==> src/rtl/match_block_weighted_kernel_defines.svh <==
// assertion macros shared by the rtl
`ifndef MATCH_BLOCK_WEIGHTED_KERNEL_DEFINES_SVH
`define MATCH_BLOCK_WEIGHTED_KERNEL_DEFINES_SVH

// same-cycle implication, checked outside reset
`define MBWK_ASSERT_NOW(lbl, ante, cons, msg) \
   lbl: assert property (@(posedge clock) disable iff (reset) (ante) |-> (cons)) \
      else $error(msg);

// next-cycle implication, checked outside reset
`define MBWK_ASSERT_NEXT(lbl, ante, cons, msg) \
   lbl: assert property (@(posedge clock) disable iff (reset) (ante) |=> (cons)) \
      else $error(msg);

`endif

==> src/rtl/mbwk_pkg.sv <==
`default_nettype none

package mbwk_pkg;

   // sizing
   localparam int MAX_SEQ_LEN = 512;
   localparam int WEIGHT_BITS = 32;
   localparam int TABLE_DEPTH = 512;
   localparam int RUN_IDX_W   = $clog2(TABLE_DEPTH);
   localparam int RUN_CAP     = ((MAX_SEQ_LEN < TABLE_DEPTH) ? MAX_SEQ_LEN : TABLE_DEPTH) - 1;
   localparam int WT_W        = (WEIGHT_BITS < 32) ? WEIGHT_BITS : 32;
   localparam int ACC_W       = 48;
   localparam int DEG_W       = 10;

   // field widths
   localparam int CHAR_W      = 8;
   localparam int WIDX_W      = 9;
   localparam int WVAL_W      = 32;

   // csr port
   localparam int CSR_ADDR_W  = 3;
   localparam int CSR_DATA_W  = 32;
   localparam logic REG_DEGREE_SELECT = 1'b0;

   typedef enum logic {
      CMD_COMPARE = 1'b0,
      CMD_WRITE   = 1'b1
   } mbwk_cmd_type;

   // item in the accumulate stage
   typedef struct packed {
      logic valid;
      logic add;
      logic last;
   } mbwk_stage_type;

endpackage

`default_nettype wire

==> src/rtl/mbwk_ifs.sv <==
`default_nettype none

interface mbwk_req_if;
   import mbwk_pkg::*;

   logic                valid;
   logic                ready;
   mbwk_cmd_type        cmd;
   logic [CHAR_W-1:0]   char_a;
   logic [CHAR_W-1:0]   char_b;
   logic                last_pair;
   logic [WIDX_W-1:0]   weight_index;
   logic [WVAL_W-1:0]   weight_value;

   modport source (output valid, cmd, char_a, char_b, last_pair, weight_index,
                   weight_value, input ready);
   modport sink   (input valid, cmd, char_a, char_b, last_pair, weight_index,
                   weight_value, output ready);
endinterface


`default_nettype wire

==> src/rtl/mbwk_run.sv <==
`default_nettype none

module mbwk_run (
   input  wire logic                            clock,
   input  wire logic                            reset,
   mbwk_req_if.sink                             req,
   input  wire logic                            stall,
   input  wire logic signed [mbwk_pkg::DEG_W-1:0] degree_select,
   output      logic                            wr_en,
   output      logic [mbwk_pkg::RUN_IDX_W-1:0]  wr_addr,
   output      logic [mbwk_pkg::WT_W-1:0]       wr_data,
   output      logic                            rd_en,
   output      logic [mbwk_pkg::RUN_IDX_W-1:0]  rd_addr,
   output      mbwk_pkg::mbwk_stage_type        stage
);
   import mbwk_pkg::*;

   logic                 run_open_ff;
   logic                 run_open_in;
   logic [RUN_IDX_W-1:0] run_idx_ff;
   logic [RUN_IDX_W-1:0] run_idx_in;
   mbwk_stage_type       stage_ff;
   mbwk_stage_type       stage_in;

   logic                 accept;
   logic                 compare;
   logic                 match;
   logic [RUN_IDX_W-1:0] grow_idx;
   logic                 close_now;
   logic [RUN_IDX_W-1:0] close_idx;
   logic                 take;

   assign req.ready = ~stall;
   assign accept    = req.valid & ~stall;
   assign compare   = accept & (req.cmd == CMD_COMPARE);
   assign match     = (req.char_a == req.char_b);

   // run index after a matching pair, held at the cap
   always_comb begin
      if (!run_open_ff) begin
         grow_idx = '0;
      end else if (run_idx_ff < RUN_IDX_W'(RUN_CAP)) begin
         grow_idx = run_idx_ff + 1'b1;
      end else begin
         grow_idx = run_idx_ff;
      end
   end

   // a run closes at a mismatch or at the last pair
   assign close_now = match ? req.last_pair : run_open_ff;
   assign close_idx = match ? grow_idx : run_idx_ff;
   assign take      = degree_select[DEG_W-1] |
                      (degree_select == $signed({{(DEG_W-RUN_IDX_W){1'b0}}, close_idx}));

   // weight fetch and weight write
   assign rd_en   = compare & close_now;
   assign rd_addr = close_idx;
   assign wr_en   = accept & (req.cmd == CMD_WRITE);
   assign wr_addr = req.weight_index[RUN_IDX_W-1:0];
   assign wr_data = req.weight_value[WT_W-1:0];

   // run tracking and stage handoff
   always_comb begin
      run_open_in = run_open_ff;
      run_idx_in  = run_idx_ff;
      if (compare) begin
         if (match && !req.last_pair) begin
            run_open_in = 1'b1;
            run_idx_in  = grow_idx;
         end else begin
            run_open_in = 1'b0;
         end
      end
      stage_in = stage_ff;
      if (!stall) begin
         stage_in.valid = compare;
         stage_in.add   = close_now & take;
         stage_in.last  = req.last_pair;
      end
   end

   always_ff @(posedge clock) begin
      if (reset) begin
         run_open_ff    <= 1'b0;
         stage_ff.valid <= 1'b0;
      end else begin
         run_open_ff    <= run_open_in;
         stage_ff.valid <= stage_in.valid;
      end
      run_idx_ff     <= run_idx_in;
      stage_ff.add   <= stage_in.add;
      stage_ff.last  <= stage_in.last;
   end

   assign stage = stage_ff;

endmodule

`default_nettype wire

==> src/flat_wrapper.sv <==
// flat-port wrapper written by rule: the top's interface ports become plain ports
module mbwk_run_flat import mbwk_pkg::*;
  (clock, reset, stall, degree_select, wr_en, wr_addr, wr_data, rd_en, rd_addr, stage, req_valid, req_cmd, req_char_a, req_char_b, req_last_pair, req_weight_index, req_weight_value, req_ready);
  mbwk_req_if req_i ();
  input  wire logic clock;
  input  wire logic reset;
  input  wire logic stall;
  input  wire logic signed [mbwk_pkg::DEG_W-1:0] degree_select;
  output      logic wr_en;
  output      logic [mbwk_pkg::RUN_IDX_W-1:0] wr_addr;
  output      logic [mbwk_pkg::WT_W-1:0] wr_data;
  output      logic rd_en;
  output      logic [mbwk_pkg::RUN_IDX_W-1:0] rd_addr;
  output      mbwk_pkg::mbwk_stage_type stage;
  input wire logic [$bits(req_i.valid)-1:0] req_valid;
  input wire logic [$bits(req_i.cmd)-1:0] req_cmd;
  input wire logic [$bits(req_i.char_a)-1:0] req_char_a;
  input wire logic [$bits(req_i.char_b)-1:0] req_char_b;
  input wire logic [$bits(req_i.last_pair)-1:0] req_last_pair;
  input wire logic [$bits(req_i.weight_index)-1:0] req_weight_index;
  input wire logic [$bits(req_i.weight_value)-1:0] req_weight_value;
  output wire logic [$bits(req_i.ready)-1:0] req_ready;
  assign req_i.valid = req_valid;
  assign req_i.cmd = req_cmd;
  assign req_i.char_a = req_char_a;
  assign req_i.char_b = req_char_b;
  assign req_i.last_pair = req_last_pair;
  assign req_i.weight_index = req_weight_index;
  assign req_i.weight_value = req_weight_value;
  assign req_ready = req_i.ready;
  mbwk_run u_core (.clock(clock), .reset(reset), .req(req_i), .stall(stall), .degree_select(degree_select), .wr_en(wr_en), .wr_addr(wr_addr), .wr_data(wr_data), .rd_en(rd_en), .rd_addr(rd_addr), .stage(stage));
endmodule
==> config.mk <==
export PLATFORM = sky130hd
export DESIGN_NAME = mbwk_run_flat
export DESIGN_NICKNAME = d
export VERILOG_FILES = /design/src/rtl/match_block_weighted_kernel_defines.svh /design/src/rtl/mbwk_pkg.sv /design/src/rtl/mbwk_ifs.sv /design/src/rtl/mbwk_run.sv /design/src/flat_wrapper.sv
export SDC_FILE = /design/constraint.sdc
export NUM_CORES = 1
export LEC_CHECK = 0
export ABC_AREA = 1
export BUFFER_PORTS_ARGS = -buffer_cell sky130_fd_sc_hd__buf_2
export CAP_MARGIN = 20
export CELL_PAD_IN_SITES_DETAIL_PLACEMENT = 0
export CELL_PAD_IN_SITES_GLOBAL_PLACEMENT = 1
export CORE_MARGIN = 1.5
export CORE_UTILIZATION = 26
export CTS_CLUSTER_SIZE = 12
export DETAILED_ROUTE_END_ITERATION = 10
export PLACE_DENSITY_LB_ADDON = 0.1
export SLEW_MARGIN = 20
export SYNTH_ARGS = -nofsm -noshare
export SYNTH_HDL_FRONTEND = slang
export SYNTH_SLANG_ARGS = --single-unit
==> constraint.sdc <==
create_clock -name clock -period 2.55 [get_ports clock]
set_input_delay 0.1275 -clock clock [delete_from_list [all_inputs] [get_ports clock]]
set_output_delay 0.1275 -clock clock [all_outputs]
set_load 0.01 [all_outputs]
======== After elaboration in Yosys (flattened, before gate mapping) ========
Cells that the tools add are included.
W data, S select, Z words.
storage, ports and cells
  register bits after elaboration ......... 13
  output and inout port bits .............. 56
operators by class
  multiplexer cells ....................... 5
  reductions and logical operators ........ 3
  add/sub/neg operators ................... 1
  bitwise gates (word level) .............. 8
  order comparisons ....................... 1
  equality and inequality tests ........... 2
operators with widths
  operator               count
  $mux W9                3
  $eq A10 B10 Y1         1
  $add A9 B1 Y9 const B  1
  $lt A9 B9 Y1 const B   1
  $eq A8 B8 Y1           1
  $and A1 B1 Y1          5
  $mux W1                2
  $not A1 Y1             2
  $reduce_and A2 Y1      1
  $logic_and A1 B1 Y1    1
  $logic_not A1 Y1       1
  $or A1 B1 Y1           1

======== Longest topological paths before layout ========
  depth after elaboration ................. 7
  depth in mapped cells ................... 15

======== Worst setup path before layout ========
No wires, ideal clock.
  path type ............................... register to register
  start point ............................. reg u_core.run_idx_ff[0]
  end point ............................... reg u_core.stage_ff (netlist bit u_core.stage[1]), data pin
  slack ................................... 0.717 ns
  stages on the path, launching flop included .. 16
  arrival time ............................ 1.568 ns
  cells stage by stage .................... edfxtp_1 ha_1 nand3_1 inv_2 nand2_1 nand2_1 nand3_1 nand2_1 inv_2 nand2_1 nand2_1 nand2_1 nand2_1 nor2_1 nand3_2 a21oi_2
on the way
  word-level cells in the longest chain between the ends .. 7
  elaborated cells between the ends (all ways) .. 8
RTL lines
  item                                                  line                            RTL
  from (decl)                                           mbwk_run.sv:20                  logic [RUN_IDX_W-1:0] run_idx_ff;
  from (signal assigned)                                mbwk_run.sv:90                  run_idx_ff <= run_idx_in;
  $add A9 B1 Y9 / $lt A9 B9 Y1 (equally long branches)  mbwk_run.sv:43, mbwk_run.sv:42
  $mux W9 (*)                                           mbwk_run.sv:42                  end else if (run_idx_ff < RUN_IDX_W'(RUN_CAP)) begin
  $mux W9 (*)                                           mbwk_run.sv:40                  if (!run_open_ff) begin
  net u_core.grow_idx[8]                                mbwk_run.sv:28                  logic [RUN_IDX_W-1:0] grow_idx;
  $mux W9 (*)                                           mbwk_run.sv:51                  assign close_idx = match ? grow_idx : run_idx_ff;
  net rd_addr, one bit                                  flat_wrapper.sv:13              output logic [mbwk_pkg::RUN_IDX_W-1:0] rd_addr;
  $eq A10 B10 Y1 (*)                                    mbwk_run.sv:53                  (degree_select == $signed({{(DEG_W-RUN_IDX_W){1'b0}}, close_idx}));
  $or A1 B1 Y1 (*)                                      mbwk_run.sv:52                  assign take = degree_select[DEG_W-1] |
  $and A1 B1 Y1 (*)                                     mbwk_run.sv:77                  stage_in.add = close_now & take;
  to (decl)                                             mbwk_run.sv:22                  mbwk_stage_type stage_ff;
Mark *: on every way through the listed nets, which the timed path passes. The rest lies on a longest branch.
A chain may end at the register's enable or synchronous reset.

======== Worst setup path after layout ========
  start point ............................. reg u_core.run_idx_ff[0]
  end point ............................... reg u_core.stage_ff (netlist bit u_core.stage[1]), data pin
on the way
  word-level cells in the longest chain between the ends .. 7
  elaborated cells between the ends (all ways) .. 8
RTL lines
  item                                                  line
  $add A9 B1 Y9 / $lt A9 B9 Y1 (equally long branches)  mbwk_run.sv:43, mbwk_run.sv:42
  $mux W9 (*)                                           mbwk_run.sv:42
  $mux W9 (*)                                           mbwk_run.sv:40
  net u_core.grow_idx[4]                                mbwk_run.sv:28
  $mux W9 (*)                                           mbwk_run.sv:51
  $eq A10 B10 Y1 (*)                                    mbwk_run.sv:53
  $or A1 B1 Y1 (*)                                      mbwk_run.sv:52
  $and A1 B1 Y1 (*)                                     mbwk_run.sv:77
Marked as above.

==> impl_metrics.json <==
{
  "yosysTopAreaCell": "nand2_1",
  "path_class": "reg2reg",
  "start_util": 0.271,
  "ant_nets": 0,
  "vias_per_cell": 4.26,
  "synth_area_per_cell_um2": 6.17,
  "rsz0062_at_grt": "false",
  "seq_area_frac_synth": 0.214,
  "ys.warnings.count": 0,
  "clock_latency_ns": 0.25,
  "clk_pin_slew_ns": 0.07,
  "drtIter0Drc": 32,
  "nets": 365,
  "worst_ir_drop_vdd_mv": 0.121,
  "overflow": 0,
  "drc": 0,
  "fp-row-count": 29,
  "cap_violations": 0,
  "hp-start": "reset",
  "finalSetupViolations": 0,
  "post-place-cells": 363,
  "busiest_layer": "met2",
  "cts_buffer_depth": 2,
  "cp.arrival_ns": 2.16,
  "synth_edf_count": 11,
  "grt_usage": 0.122,
  "cts_hold_buf": 0,
  "met2_usage": 0.204,
  "synth_seq_cells": 13,
  "max_stage_delay_ns": 0.49,
  "tns_ns": 0,
  "critPathLaunchType": "flip-flop",
  "gp_congestion": 0.741,
  "postCtsSetupBuffers": 0,
  "synth-main-ff-cell": "edfxtp_1",
  "synth_top_area_share": 0.210,
  "period_needed_ns": 2.05,
  "synth_nets": 355,
  "crit_buf_inv": 1,
  "crit_top_cell": "nand2_1",
  "tritoncts": "yes",
  "ctsResizeCount": 0,
  "worstPathMaxFanout": 5,
  "min_path_type": "in2reg",
  "wl_per_cell_um": 11.5,
  "clockRootBuffer": "clkbuf_8",
  "synthArstFlopShare": 0,
  "r2r_start": "u_core.run_idx_ff[0]$_DFFE_PP_",
  "p_leak_nw": 1.01,
  "grt_pass1_wl_mm": 6.96,
  "synth_cell_types": 28,
  "port_buffers": 46,
  "syn_inst": 281,
  "h-tree-depth": 1,
  "fin_util": 0.280,
  "diodes": 0,
  "cp_cell_sequence": "ha_1, nand3_1, inv_2, nand2_1, nand2_1, nor2_1, nor2_1, nand2_1, nand3b_1, nand2_1, nand2_2, nor2_2, nand3_2, a21oi_2",
  "clock-sinks": 13,
  "drive_above_1_share": 0.269,
  "worstMarginPinSlew_ns": 0.433,
  "finalHoldViolCount": 0,
  "yosysMostFrequentCell": "nand2_1",
  "totalWireLength_mm": 4.23,
  "worstPathRequired_ns": 2.66,
  "grt_max_degree": 17,
  "final.period_utilization": 0.805,
  "crit_path_end_kind": "flip-flop",
  "max-slew-margin-rel": 0.710,
  "skew_ns": 0.00278,
  "syn_to_final_growth_pct": 3.25,
  "core_um2": 6390,
  "dp_hpwl_mm": 3.54,
  "die-area_um2": 7160,
  "multi_input_area_um2": 845,
  "io_pins": 129,
  "status": "complete, no violations",
  "synth_area_leaders": "nand2_1, edfxtp_1, buf_4, inv_1, nand3_1",
  "nFillCells": 748,
  "slew_violations": 0,
  "antenna_found_initial": 0,
  "total_power_w": 0.000519,
  "dr.pass1.iters": 4,
  "grt_pass1_vias": 1524,
  "seqCellArea_um2": 370,
  "fmax_mhz": 487,
  "timing.critical_path.from": "u_core.run_idx_ff[0]$_DFFE_PP_",
  "numCtsBuffers": 3,
  "yosys-top-cells-count": "nand2_1, inv_1, buf_4, nor2_1, nand3_1",
  "powerDensity_nw_per_um2": 290,
  "instances_no_fill": 367,
  "crit_family": "simple AND/OR/NAND/NOR gates",
  "syn-cell-area_um2": 1730,
  "cp_slowest_cell": "edfxtp_1",
  "met1_usage": 0.153,
  "die_y_um": 84.6,
  "dr_total_vias": 1564,
  "use_met3": 0.0177,
  "die_w_um": 84.6
}
final timing paths:
check,endpoint,slack [ns],cells after the start
max,u_core.stage[1]$_DFFE_PN_,0.50,14
min,u_core.run_open_ff$_SDFFE_PP0P_,0.05,2
max reg2reg,u_core.stage[1]$_DFFE_PN_,0.50,14
min reg2reg,u_core.stage[2]$_SDFFE_PP0N_,0.46,2
metrics by stage:
stage          setup slack (ns)  area (µm²)  hold slack (ns)
3_5_place_dp              0.521        1740            0.255
2_1_floorplan             0.717        1730            0.197
4_1_cts                   0.493        1790           0.0439
6_report                  0.497        1790           0.0467
3_3_place_gp              0.534        1740            0.255
5_1_grt                   0.289        1790           0.0525
routing by layer:
| layer | wire length [µm] | share of wire | vias to the layer above |
|---|---|---|---|
| li1 | - | - | 825 |
| met1 | 1990 | 0.47 | 673 |
| met2 | 1880 | 0.44 | 40 |
| met3 | 200 | 0.047 | 26 |
| met4 | 157 | 0.037 | 0 |
| met5 | 0 | 0 | - |
state kept, by name, indices dropped and copies added, names as in the netlist:
name and cells:
u_core.stage 3, u_core.run_open_ff 1, u_core.run_idx_ff 9
cells by family (layout without fill, tap and decap cells):
family | count (synthesis) | count (layout) | synth area share
AO/OA/AOI/OAI | 11 | 11 | 0.0426
XOR/XNOR | 2 | 2 | 0.0101
adder cells (fa/ha/maj) | 1 | 1 | 0.00722
buffers and inverters | 92 | 101 | 0.299
flip-flops | 13 | 13 | 0.214
AND/OR/NAND/NOR | 162 | 162 | 0.427
placed cells by master, fill, tap and decap left out:
cell type,n
a21oi_2,2
nand2_1,97
a21oi_4,1
nor2_2,5
edfxtp_1,11
nor2_4,3
dfxtp_1,2
nand2_2,6
inv_1,43
xnor2_1,2
nor2_1,21
ha_1,1
or2_1,1
nand3b_1,3
clkinv_1,1
clkbuf_8,3
buf_2,46
nand2_4,2
nand4_1,1
inv_2,4
nand3_4,1
buf_4,3
o21ai_0,5
nand3_2,2
nand3_1,20
a21oi_1,2
o21ai_1,1
clkbuf_1,1
area by class of cell:
cell class	count	share of cell area
multi-input combinational	176	0.472
inverter	48	0.101
sequential	13	0.207
tap	77	0.0538
clock buffer	4	0.0252
timing repair buffer	49	0.141
where the power goes:
part	switching (W)	internal, W
clock	0.0000901	0.000111
sequential	0.000000718	0.000230
combinational	0.0000479	0.0000396
No activity file was read; power rests on OpenSTA's default activity.
