File: src/rtl/match_block_weighted_kernel_defines.svh
// assertion macros shared by the rtl
`ifndef MATCH_BLOCK_WEIGHTED_KERNEL_DEFINES_SVH
`define MATCH_BLOCK_WEIGHTED_KERNEL_DEFINES_SVH

// same-cycle implication, checked outside reset
`define MBWK_ASSERT_NOW(lbl, ante, cons, msg) \
   lbl: assert property (@(posedge clock) disable iff (reset) (ante) |-> (cons)) \
      else $error(msg);

// next-cycle implication, checked outside reset
`define MBWK_ASSERT_NEXT(lbl, ante, cons, msg) \
   lbl: assert property (@(posedge clock) disable iff (reset) (ante) |=> (cons)) \
      else $error(msg);

`endif

File: src/rtl/mbwk_pkg.sv
`default_nettype none

package mbwk_pkg;

   // sizing
   localparam int MAX_SEQ_LEN = 512;
   localparam int WEIGHT_BITS = 32;
   localparam int TABLE_DEPTH = 512;
   localparam int RUN_IDX_W   = $clog2(TABLE_DEPTH);
   localparam int RUN_CAP     = ((MAX_SEQ_LEN < TABLE_DEPTH) ? MAX_SEQ_LEN : TABLE_DEPTH) - 1;
   localparam int WT_W        = (WEIGHT_BITS < 32) ? WEIGHT_BITS : 32;
   localparam int ACC_W       = 48;
   localparam int DEG_W       = 10;

   // field widths
   localparam int CHAR_W      = 8;
   localparam int WIDX_W      = 9;
   localparam int WVAL_W      = 32;

   // csr port
   localparam int CSR_ADDR_W  = 3;
   localparam int CSR_DATA_W  = 32;
   localparam logic REG_DEGREE_SELECT = 1'b0;

   typedef enum logic {
      CMD_COMPARE = 1'b0,
      CMD_WRITE   = 1'b1
   } mbwk_cmd_type;

   // item in the accumulate stage
   typedef struct packed {
      logic valid;
      logic add;
      logic last;
   } mbwk_stage_type;

endpackage

`default_nettype wire

File: src/rtl/mbwk_ifs.sv
`default_nettype none


interface mbwk_rsp_if;
   import mbwk_pkg::*;

   logic                valid;
   logic                ready;
   logic [ACC_W-1:0]    kernel_sum;
   logic                saturated;

   modport source (output valid, kernel_sum, saturated, input ready);
   modport sink   (input valid, kernel_sum, saturated, output ready);
endinterface

`default_nettype wire

File: src/rtl/mbwk_acc.sv
`default_nettype none

module mbwk_acc (
   input  wire logic                       clock,
   input  wire logic                       reset,
   input  wire mbwk_pkg::mbwk_stage_type   stage,
   input  wire logic [mbwk_pkg::WT_W-1:0]  weight,
   output      logic                       stall,
   mbwk_rsp_if.source                      rsp
);
   import mbwk_pkg::*;

   logic [ACC_W-1:0] acc_ff;
   logic [ACC_W-1:0] acc_in;
   logic             sat_ff;
   logic             sat_in;
   logic             rsp_valid_ff;
   logic             rsp_valid_in;
   logic [ACC_W-1:0] rsp_sum_ff;
   logic [ACC_W-1:0] rsp_sum_in;
   logic             rsp_sat_ff;
   logic             rsp_sat_in;

   logic             fire;
   logic [ACC_W:0]   addend;
   logic [ACC_W:0]   sum;
   logic [ACC_W-1:0] acc_next;
   logic             sat_next;

   // a second result waits while the output beat is still held
   assign stall = stage.valid & stage.last & rsp_valid_ff & ~rsp.ready;
   assign fire  = stage.valid & ~stall;

   // saturating add of the fetched weight
   assign addend   = stage.add ? {{(ACC_W+1-WT_W){1'b0}}, weight} : '0;
   assign sum      = {1'b0, acc_ff} + addend;
   assign acc_next = sum[ACC_W] ? {ACC_W{1'b1}} : sum[ACC_W-1:0];
   assign sat_next = sat_ff | sum[ACC_W];

   always_comb begin
      acc_in       = acc_ff;
      sat_in       = sat_ff;
      rsp_valid_in = rsp_valid_ff & ~rsp.ready;
      rsp_sum_in   = rsp_sum_ff;
      rsp_sat_in   = rsp_sat_ff;
      if (fire) begin
         if (stage.last) begin
            rsp_valid_in = 1'b1;
            rsp_sum_in   = acc_next;
            rsp_sat_in   = sat_next;
            acc_in       = '0;
            sat_in       = 1'b0;
         end else begin
            acc_in = acc_next;
            sat_in = sat_next;
         end
      end
   end

   always_ff @(posedge clock) begin
      if (reset) begin
         acc_ff       <= '0;
         sat_ff       <= 1'b0;
         rsp_valid_ff <= 1'b0;
      end else begin
         acc_ff       <= acc_in;
         sat_ff       <= sat_in;
         rsp_valid_ff <= rsp_valid_in;
      end
      rsp_sum_ff <= rsp_sum_in;
      rsp_sat_ff <= rsp_sat_in;
   end

   assign rsp.valid      = rsp_valid_ff;
   assign rsp.kernel_sum = rsp_sum_ff;
   assign rsp.saturated  = rsp_sat_ff;

endmodule

`default_nettype wire

File: src/flat_wrapper.sv
// flat-port wrapper written by rule: the top's interface ports become plain ports
module mbwk_acc_flat import mbwk_pkg::*;
  (clock, reset, stage, weight, stall, rsp_valid, rsp_kernel_sum, rsp_saturated, rsp_ready);
  mbwk_rsp_if rsp_i ();
  input  wire logic clock;
  input  wire logic reset;
  input  wire mbwk_pkg::mbwk_stage_type stage;
  input  wire logic [mbwk_pkg::WT_W-1:0] weight;
  output      logic stall;
  output wire logic [$bits(rsp_i.valid)-1:0] rsp_valid;
  output wire logic [$bits(rsp_i.kernel_sum)-1:0] rsp_kernel_sum;
  output wire logic [$bits(rsp_i.saturated)-1:0] rsp_saturated;
  input wire logic [$bits(rsp_i.ready)-1:0] rsp_ready;
  assign rsp_valid = rsp_i.valid;
  assign rsp_kernel_sum = rsp_i.kernel_sum;
  assign rsp_saturated = rsp_i.saturated;
  assign rsp_i.ready = rsp_ready;
  mbwk_acc u_core (.clock(clock), .reset(reset), .stage(stage), .weight(weight), .stall(stall), .rsp(rsp_i));
endmodule
File: config.mk
export PLATFORM = sky130hd
export DESIGN_NAME = mbwk_acc_flat
export DESIGN_NICKNAME = d
export VERILOG_FILES = /design/src/rtl/match_block_weighted_kernel_defines.svh /design/src/rtl/mbwk_pkg.sv /design/src/rtl/mbwk_ifs.sv /design/src/rtl/mbwk_acc.sv /design/src/flat_wrapper.sv
export SDC_FILE = /design/constraint.sdc
export NUM_CORES = 1
export LEC_CHECK = 0
export BUFFER_PORTS_ARGS = -buffer_cell sky130_fd_sc_hd__clkbuf_2
export CAP_MARGIN = 25
export CORE_MARGIN = 4
export CORE_UTILIZATION = 45
export DETAILED_ROUTE_END_ITERATION = 16
export HOLD_SLACK_MARGIN = 0.02
export PLACE_DENSITY = 0.71
export REMOVE_ABC_BUFFERS = 1
export SYNTH_ARGS = -nofsm -noshare
export SYNTH_HDL_FRONTEND = slang
export SYNTH_SLANG_ARGS = --single-unit
File: constraint.sdc
create_clock -name clock -period 5.6 [get_ports clock]
set_clock_uncertainty 0.2 [all_clocks]
set_input_delay 0.56 -clock clock [delete_from_list [all_inputs] [get_ports clock]]
set_output_delay 0.56 -clock clock [all_outputs]
set_load 0.01 [all_outputs]
# == After elaboration in Yosys (flattened, before gate mapping) ==
# Index checks and enable logic that the tools add are counted.
# word_totals
reg_bits,99
input_bits,38
out_inout_bits,51
# classes
n_addsub,1
muxes,6
bitwise,8
reduce_logical,1
# op_table
cell,count
48-bit two-way mux,2
48-bit by 49-bit adder with 49-bit output,1
32-bit two-way mux,1
1-bit bitwise AND,5
1-bit two-way mux,3
1-bit inverter,2
2-bit AND reduction,1
1-bit bitwise OR,1

# == Depth between registers and ports, before layout ==
# Gate-level depths: netlist (run 1).
# depth
word_depth,6
ltp_mapped,14
mapped_depth_nobuf,11

# == Worst setup path after synthesis (run 1) ==
# OpenSTA, ideal clock, no wires.
# synth_path
kind,input-to-reg
from,in stage[0] in the netlist's numbering
to,reg u_core.rsp_sum_ff[0] (netlist: u_core.rsp.kernel_sum[0]) (enable)
setup_time_ns,0.456
arrival_ns,3.012
t_required_ns,4.944
slack_ns,1.932
cell_stages,3
path_buffers,1
path_cell_list,clkbuf_1 -> nand2_1 -> nor2_1
# synth_via
elab_chain_len,6
# synth_lines
element,line_no,source
from (decl),flat_wrapper.sv:7,input wire mbwk_pkg::mbwk_stage_type stage;
1-bit bitwise AND (3 in series),mbwk_acc.sv:31,assign stall = stage.valid & stage.last & rsp_valid_ff & ~rsp.ready;
1-bit inverter,mbwk_acc.sv:32,assign fire = stage.valid & ~stall;
1-bit bitwise AND,mbwk_acc.sv:32,
2-bit AND reduction (no source line) *,-,
to (signal assigned),mbwk_acc.sv:70,rsp_sum_ff <= rsp_sum_in;
to (decl),mbwk_acc.sv:19,logic [ACC_W-1:0] rsp_sum_ff;
# Every way passes the cells marked *; elsewhere a longest branch is shown, timed or not.
# A chain may end at the register's enable or synchronous reset.

# == Final worst setup path (run 1) ==
# layout_path
from,in stage[1] in the netlist's numbering
to,reg u_core.rsp_sum_ff[36] (netlist: u_core.rsp.kernel_sum[36]) (data pin)
# layout_via
elab_chain_len,3
# layout_lines
element,line_no,source
32-bit two-way mux,mbwk_acc.sv:35,"assign addend = stage.add ? {{(ACC_W+1-WT_W){1'b0}}, weight} : '0;"
48-bit by 49-bit adder with 49-bit output,mbwk_acc.sv:36,"assign sum = {1'b0, acc_ff} + addend;"
48-bit two-way mux,mbwk_acc.sv:37,assign acc_next = sum[ACC_W] ? {ACC_W{1'b1}} : sum[ACC_W-1:0];
via u_core.acc_next[36],mbwk_acc.sv:27,logic [ACC_W-1:0] acc_next;
# The timed path passes the listed nets, and every way through them passes these cells.

==> results of run 1 <==
## routing by layer
layer  global-route usage [%]  share of wire, %
met5                        0                 0
met1                     26.6                46
met2                     33.7                47
met3                     4.69               5.3
met4                     5.61               1.5
## final cells by class
type / count / area (um^2) / share of cell area, %
Sequential cell: 99 / 2470 / 35.3
Clock inverter: 4 / 23.8 / 0.339
Multi-Input combinational cell: 509 / 3470 / 49.6
Inverter: 17 / 63.8 / 0.910
Clock buffer: 12 / 267 / 3.80
Timing Repair Buffer: 94 / 489 / 6.98
Tap cell: 176 / 220 / 3.14
## cells in the final DEF, fill, tap and decap left out, drive strengths merged, types with 4 or more instances in the layout
master	synthesis	final
nand2	67	67
clkbuf	20	100
a31oi	10	10
o21a	9	9
nand4	13	13
buf	16	6
a22o	29	29
nor2	37	37
edfxtp	49	49
nand2b	11	11
inv	16	16
nand3	17	17
nor2b	4	4
a21oi	50	50
dfxtp	50	50
o211ai	6	6
a211oi	12	12
o21ai	34	34
a21o	25	25
o31ai	9	9
a31o	5	5
xnor2	17	17
and3	11	11
o21bai	6	6
xor2	12	12
nor4	4	4
or2	6	6
ha	32	32
nor3	12	12
and2	33	33
clkinv	1	5
## path summary, 6_finish.rpt
path / to / slack, ns
min: u_core.acc_ff[2] / 0.26
max reg2reg: u_core.rsp.kernel_sum[36] / 1.96
min reg2reg: u_core.acc_ff[2] / 0.26
max: u_core.rsp.kernel_sum[36] / 1.51
## metrics by stage
step	total power [mW]	utilization, %	worst slack [ns]	instances	hold slack [ns]
after global routing	1.69	52.7	1.25	911	0.289
after CTS	1.63	52.6	1.52	910	0.265
final	1.62	52.7	1.51	911	0.260
after global placement	1.02	50.5	1.26	894	0.243
after detailed placement	1.02	50.5	1.13	894	0.255
after floorplan	0.952	-	1.24	625	0.228
## critical path: cells and delay by family
family	cells	cell delay [ns]
AOI/OAI and AO/OA	5	1.79
and+or+nand+nor	3	0.48
adders and majority gates	2	0.45
buffers and inverters	1	0.38
muxes	1	0.31
## power by group through the flow
| stage | logic [mW] | clock network (mW) | registers, mW |
|---|---|---|---|
| after detailed placement | 0.208 | 0 | 0.817 |
| after CTS | 0.209 | 0.624 | 0.801 |
| final | 0.210 | 0.606 | 0.800 |
| after global routing | 0.232 | 0.653 | 0.803 |
| after global placement | 0.205 | 0 | 0.816 |
| after floorplan | 0.125 | 0 | 0.826 |
## synthesized netlist by cell type (9+ instances only)
cell / instances / area [um^2]
a22o_1: 29 / 254
o21ai_0: 30 / 150
edfxtp_1: 49 / 1470
inv_1: 16 / 60.1
nor2_1: 36 / 135
o31ai_1: 9 / 67.6
a21oi_1: 48 / 240
nand3_1: 17 / 85.1
nor3_1: 12 / 60.1
xor2_1: 12 / 105
dfxtp_1: 50 / 1000
xnor2_1: 17 / 149
nand4_1: 12 / 75.1
ha_1: 32 / 400
and2_1: 33 / 206
nand2_1: 66 / 248
o21a_1: 9 / 67.6
nand2b_1: 11 / 68.8
clkbuf_1: 19 / 71.3
a31oi_1: 10 / 62.6
buf_2: 11 / 55.1
a211oi_1: 11 / 82.6
a21o_1: 24 / 180
and3_1: 11 / 68.8
## flip-flops by register name, indices dropped and copies added, names as in the netlist
register,count
u_core.rsp.saturated,1
u_core.acc_ff,48
u_core.rsp.valid,1
u_core.sat_ff,1
u_core.rsp.kernel_sum,48
## logic make-up after synthesis
group           after synthesis
compound gates              224
simple gates                219
flops                        99
buf+inv                      53
fa+ha+maj                    33
xor+xnor                     29
mux                           4
==> impl_metrics.ini, run 1 <==
[drt]
drt_iter0_markers = 424
vias_per_cell = 5.96
via_count = 5431
antenna_left = 0
wl_um = 15800
wl_per_cell_um = 17.3
drtPass1Iterations = 5
drc = 0

[worst_setup_path]
endpoint_kind = flop
criticalPathCategory = in -> reg
r2r_start = u_core.acc_ff[0]
max_stage_delay_ns = 0.67
crit_arrival_ns = 4.00
ff2ff_path_depth = 10
cp_slowest_cell = a211oi_4
crit_chain = clkbuf_2, and2_1, ha_1, fa_1, a21o_4, nand4_4, a32oi_4, a41oi_2, o311a_1, a211oi_4, nand3_1, mux2_2
worstSetupStartpointType = input port
cp.required_ns = 5.50
critPathMaxFanout = 32
startpoint = stage[1]

[timing]
slew_viol_final = 0
finalHoldViolations = 0
rsz0062_at_grt = false
slew_headroom_pct = 31.2
finalSetupTns_ns = 0
finalSetupViolCount = 0
finalCritPeriodShare_pct = 73.0
worst_pin_slew_ns = 1.03
clock.fmax_mhz = 244
finalCriticalPeriod_ns = 4.09

[yosys]
async_reset_ff_share_pct = 0
synth_seq_cells = 99
synth_mux_area_share_pct = 0.712
synth.cell_area_um2 = 6150
yosys.cell_types.count = 75
synth_fa_ha_area_share_pct = 6.83
synth_compound_area_share_pct = 26.3
yosysWarnings = 0
yosysSeqAreaShare_pct = 40.2
synthFlopType = dfxtp_1
syn_inst = 661
synth_top_family_by_area = compound AO/OA/AOI/OAI gates
yosys.area_share.simple_pct = 18.0
postSynthAreaPerCell_um2 = 9.31
post_synth_xor_area_fraction_pct = 4.13
synth_edf_count = 49

[job]
maxCapViolations = 0

[clocking]
cts_made_buffers = 9
cts_hold_buf = 0
htreeDepth = 3
clock_sinks = 99
clk_latency_ns = 0.35
ctsResizeCount = 0
cts.path.max_buffers = 2
path_clk_slew_ns = 0.07
post-cts-setup-buffers = 0
cts_tree = built
cts_root_buffer = clkbuf_16

[layout]
layout.nets = 801
n_antenna_cell = 0
drive_above_1_share_pct = 19.5
area_growth_pct = 13.9
fill_cells = 1249
postLayoutCellArea_um2 = 7010

[global_routing]
grt.total_usage_pct = 20.2
overflow = 0
antenna_found_initial = 0
grt_pass1_vias = 5279
grt_pass1_wl_um = 26300
grt_max_degree = 50

[die]
fp.dieArea_um2 = 15600
core_um2 = 13300
ioPinCount = 89
rows = 42
dieWidth_um = 125
start_util_pct = 46.3
die_h_um = 125

[placed_design]
port_buffers = 88
dp_hpwl_um = 11400
gp_congestion = 0.943
dpl_cell_area_um2 = 6710

[pwr]
seq_power_share_pct = 49.5
power_frac_comb_pct = 13.0
p_per_area_nw_per_um2 = 231
irDropWorstVdd_v = 0.000134
pwr-share-clk_pct = 37.5
power.internal_mw = 1.21
p_switching_uw = 410
p_leak_nw = 2.92
netSwitchingFraction_pct = 25.4

[hold_path]
hp-class = reg -> reg
min_path_cells = 2
hold_path_startpoint = u_core.acc_ff[2]

[run_status]
outcome = completed
Power figures use the tool's default switching activity.
==> run 2: changes to the inputs <==
--- a/config.mk
+++ b/config.mk
@@ -5,13 +5,14 @@
 export SDC_FILE = /design/constraint.sdc
 export NUM_CORES = 1
 export LEC_CHECK = 0
+export ABC_AREA = 1
 export BUFFER_PORTS_ARGS = -buffer_cell sky130_fd_sc_hd__clkbuf_2
 export CAP_MARGIN = 25
 export CORE_MARGIN = 4
 export CORE_UTILIZATION = 45
 export DETAILED_ROUTE_END_ITERATION = 16
 export HOLD_SLACK_MARGIN = 0.02
-export PLACE_DENSITY = 0.71
+export PLACE_DENSITY = 0.73
 export REMOVE_ABC_BUFFERS = 1
 export SYNTH_ARGS = -nofsm -noshare
 export SYNTH_HDL_FRONTEND = slang
==> constraint.sdc (replaced) <==
create_clock -name clock -period 3.6 [get_ports clock]
set_clock_uncertainty 0.2 [all_clocks]
set_input_delay 0.36 -clock clock [delete_from_list [all_inputs] [get_ports clock]]
set_output_delay 0.36 -clock clock [all_outputs]
set_load 0.01 [all_outputs]
==> run 2 against run 1 <==
Wire length rose by 33%. Final cell count rose by 60%. Utilization fell by 0.65 points. Via count rose by 29%. Area after synthesis rose by 26%. Worst hold slack got worse by 0.14 ns. Critical path depth rose by 4. Sequential share of layout area fell by 6.9 points. Count of clock-buffer cells in the layout fell by 3. Cell area rose by 25%. Critical endpoint is now u_core.acc_ff[16]. Largest power group unchanged.
==> impl_metrics.ini, run 2 <==
[run_status]
outcome = completed

[timing]
finalCritPeriodShare_pct = 78.9
whs_ns = 0.116
worst_pin_slew_ns = 0.754
slew_headroom_pct = 49.8
rsz0062_at_grt = false
clock.fmax_mhz = 352
finalSetupTns_ns = 0
slew_viol_final = 0
finalHoldViolations = 0
finalSetupViolCount = 0
finalCriticalPeriod_ns = 2.84

[worst_setup_path]
cp.required_ns = 3.64
ff2ff_setup_slack_ns = 0.77
endpoint_kind = flop
critPathMaxFanout = 16
criticalPathCategory = in -> reg
worstSetupStartpointType = input port
r2r_start = u_core.acc_ff[0]
ff2ff_path_depth = 13
crit_arrival_ns = 2.88
r2r_end = u_core.acc_ff[16]

[die]
fp.dieArea_um2 = 19400
start_util_pct = 46.2
rows = 47
ioPinCount = 89
die_h_um = 139
dieWidth_um = 139
core_um2 = 16800

[yosys]
yosys.cell_types.count = 43
synth.cell_area_um2 = 7750
synth_edf_count = 49
yosysTopAreaCell = nand2_1
synth_most_common_cell = nand2_1
ys_top_cells_by_area = nand2_1, edfxtp_1, dfxtp_1
synth_seq_cells = 99
synth_top_area_share_pct = 20.4
postSynthAreaPerCell_um2 = 6.73
synthFlopType = dfxtp_1
yosysSeqAreaShare_pct = 31.9
netlist_top_cells_count = nand2_1, inv_1, nor2_1
async_reset_ff_share_pct = 0
yosysWarnings = 0
syn_inst = 1152

[drt]
wl_met2_um = 9450
met3WireLength_um = 834
wl_per_cell_um = 14.4
drc = 0
drt_iter0_markers = 513
wl_met1_um = 10500
via_count = 7013
wl_um = 21100
drtPass1Iterations = 5
antenna_left = 0
routed.top_layer = met4
vias_per_cell = 4.81

[hold_path]
min_path_cells = 4
hold_path_startpoint = rsp_ready
hp-class = in -> reg
min_to = u_core.rsp.valid

[global_routing]
antenna_found_initial = 0
grt.total_usage_pct = 21.7
grt_pass1_wl_um = 34000
grt_pass1_vias = 6699
overflow = 0
grt_max_degree = 51

[clocking]
cts_root_buffer = clkbuf_16
cts_hold_buf = 0
cts_tree = built
clock_sinks = 99
path_clk_slew_ns = 0.07
clk_latency_ns = 0.37
cts_made_buffers = 9
ctsResizeCount = 0
htreeDepth = 3
cts.path.max_buffers = 2
post-cts-setup-buffers = 0

[placed_design]
port_buffers = 88
dp_hpwl_um = 16500
gp_congestion = 0.967

[pwr]
p_leak_nw = 4.67
p_per_area_nw_per_um2 = 316
irDropWorstVdd_v = 0.000231

[layout]
post-route-util_pct = 52.1
fill_cells = 1740
final_common_cell = nand2_1
layout.nets = 1305
final_cell_mix = nand2_1, inv_1, clkbuf_2, nor2_1, nand3_1
area_growth_pct = 12.6
drive_above_1_share_pct = 19.2
n_antenna_cell = 0

[job]
maxCapViolations = 0
-- run 2: cell count changes in the layout (fill, tap and decap cells not counted), sizes merged, moves of 16 or more --
cell / change
a21oi: +16
and2: -33
nor2: +50
inv: +216
nand2: +399
nand3: +53
a21o: -25
a22o: -29
o21ai: -29
-- run 2: report_power, final --
part,internal (mW),total [mW],switching (mW)
sequential,1.23,1.24,0.0145
clock,0.686,1.15,0.465
combinational,0.135,0.369,0.233
-- run 2: how the worst max path moves through the flow --
stage	start	to	depth (start not counted)	slack [ns]
detailed placement	stage[1]	u_core.acc_ff[16]	16	0.39
finish	stage[1]	u_core.acc_ff[16]	16	0.76
CTS	stage[1]	u_core.acc_ff[16]	16	0.75
floorplan	stage[2]	u_core.rsp.kernel_sum[0]	2	0.40
global route	stage[1]	u_core.acc_ff[1]	16	0.57
global placement	stage[1]	u_core.rsp.kernel_sum[16]	14	0.46
-- run 2: critical path, stage by stage --
cell      delay, ns
clkbuf_2       0.20
nand2_1        0.11
inv_1          0.05
ha_1           0.21
fa_1           0.48
nand3_2        0.12
nand3_2        0.14
nand2_2        0.12
nand2_4        0.07
nand2_2        0.06
nand2_2        0.07
nand3_1        0.09
nand2_2        0.25
or2_2          0.40
nand2_1        0.06
a21oi_1        0.07
-- run 2: cells by family after synthesis --
group                    count (synthesis)  synth area share [%]
AND/OR/NAND/NOR                        667                  40.1
buffers and inverters                  252                  13.2
flip-flops                              99                  31.9
AO/OA/AOI/OAI                           79                  6.96
adder cells (fa/ha/maj)                 33                  5.42
XOR/XNOR                                22                  2.49
-- run 2: area by class of cell --
cell class,count,area [um^2],share of cell area (%)
Multi-Input combinational cell,801,4270,49.0
Inverter,230,866,9.92
Clock buffer,9,225,2.58
Sequential cell,99,2470,28.3
Timing Repair Buffer,93,490,5.62
Tap cell,220,275,3.15
Clock inverter,7,124,1.42
-- run 2: stage by stage --
step	total power, mW	cell area (um^2)	instances	setup WS (ns)
floorplan	1.50	7600	1130	0.403
global placement	1.63	8380	1443	0.462
detailed placement	1.64	8380	1443	0.392
CTS	2.78	8730	1459	0.751
global route	2.87	8730	1459	0.573
finish	2.76	8730	1459	0.759
-- run 2: layer usage --
| layer | up-vias | global-route usage, % |
|---|---|---|
| met5 | - | 0 |
| met4 | 0 | 5.97 |
| met3 | 20 | 2.26 |
| met2 | 163 | 35.2 |
| met1 | 3147 | 31.0 |
| li1 | 3683 | - |
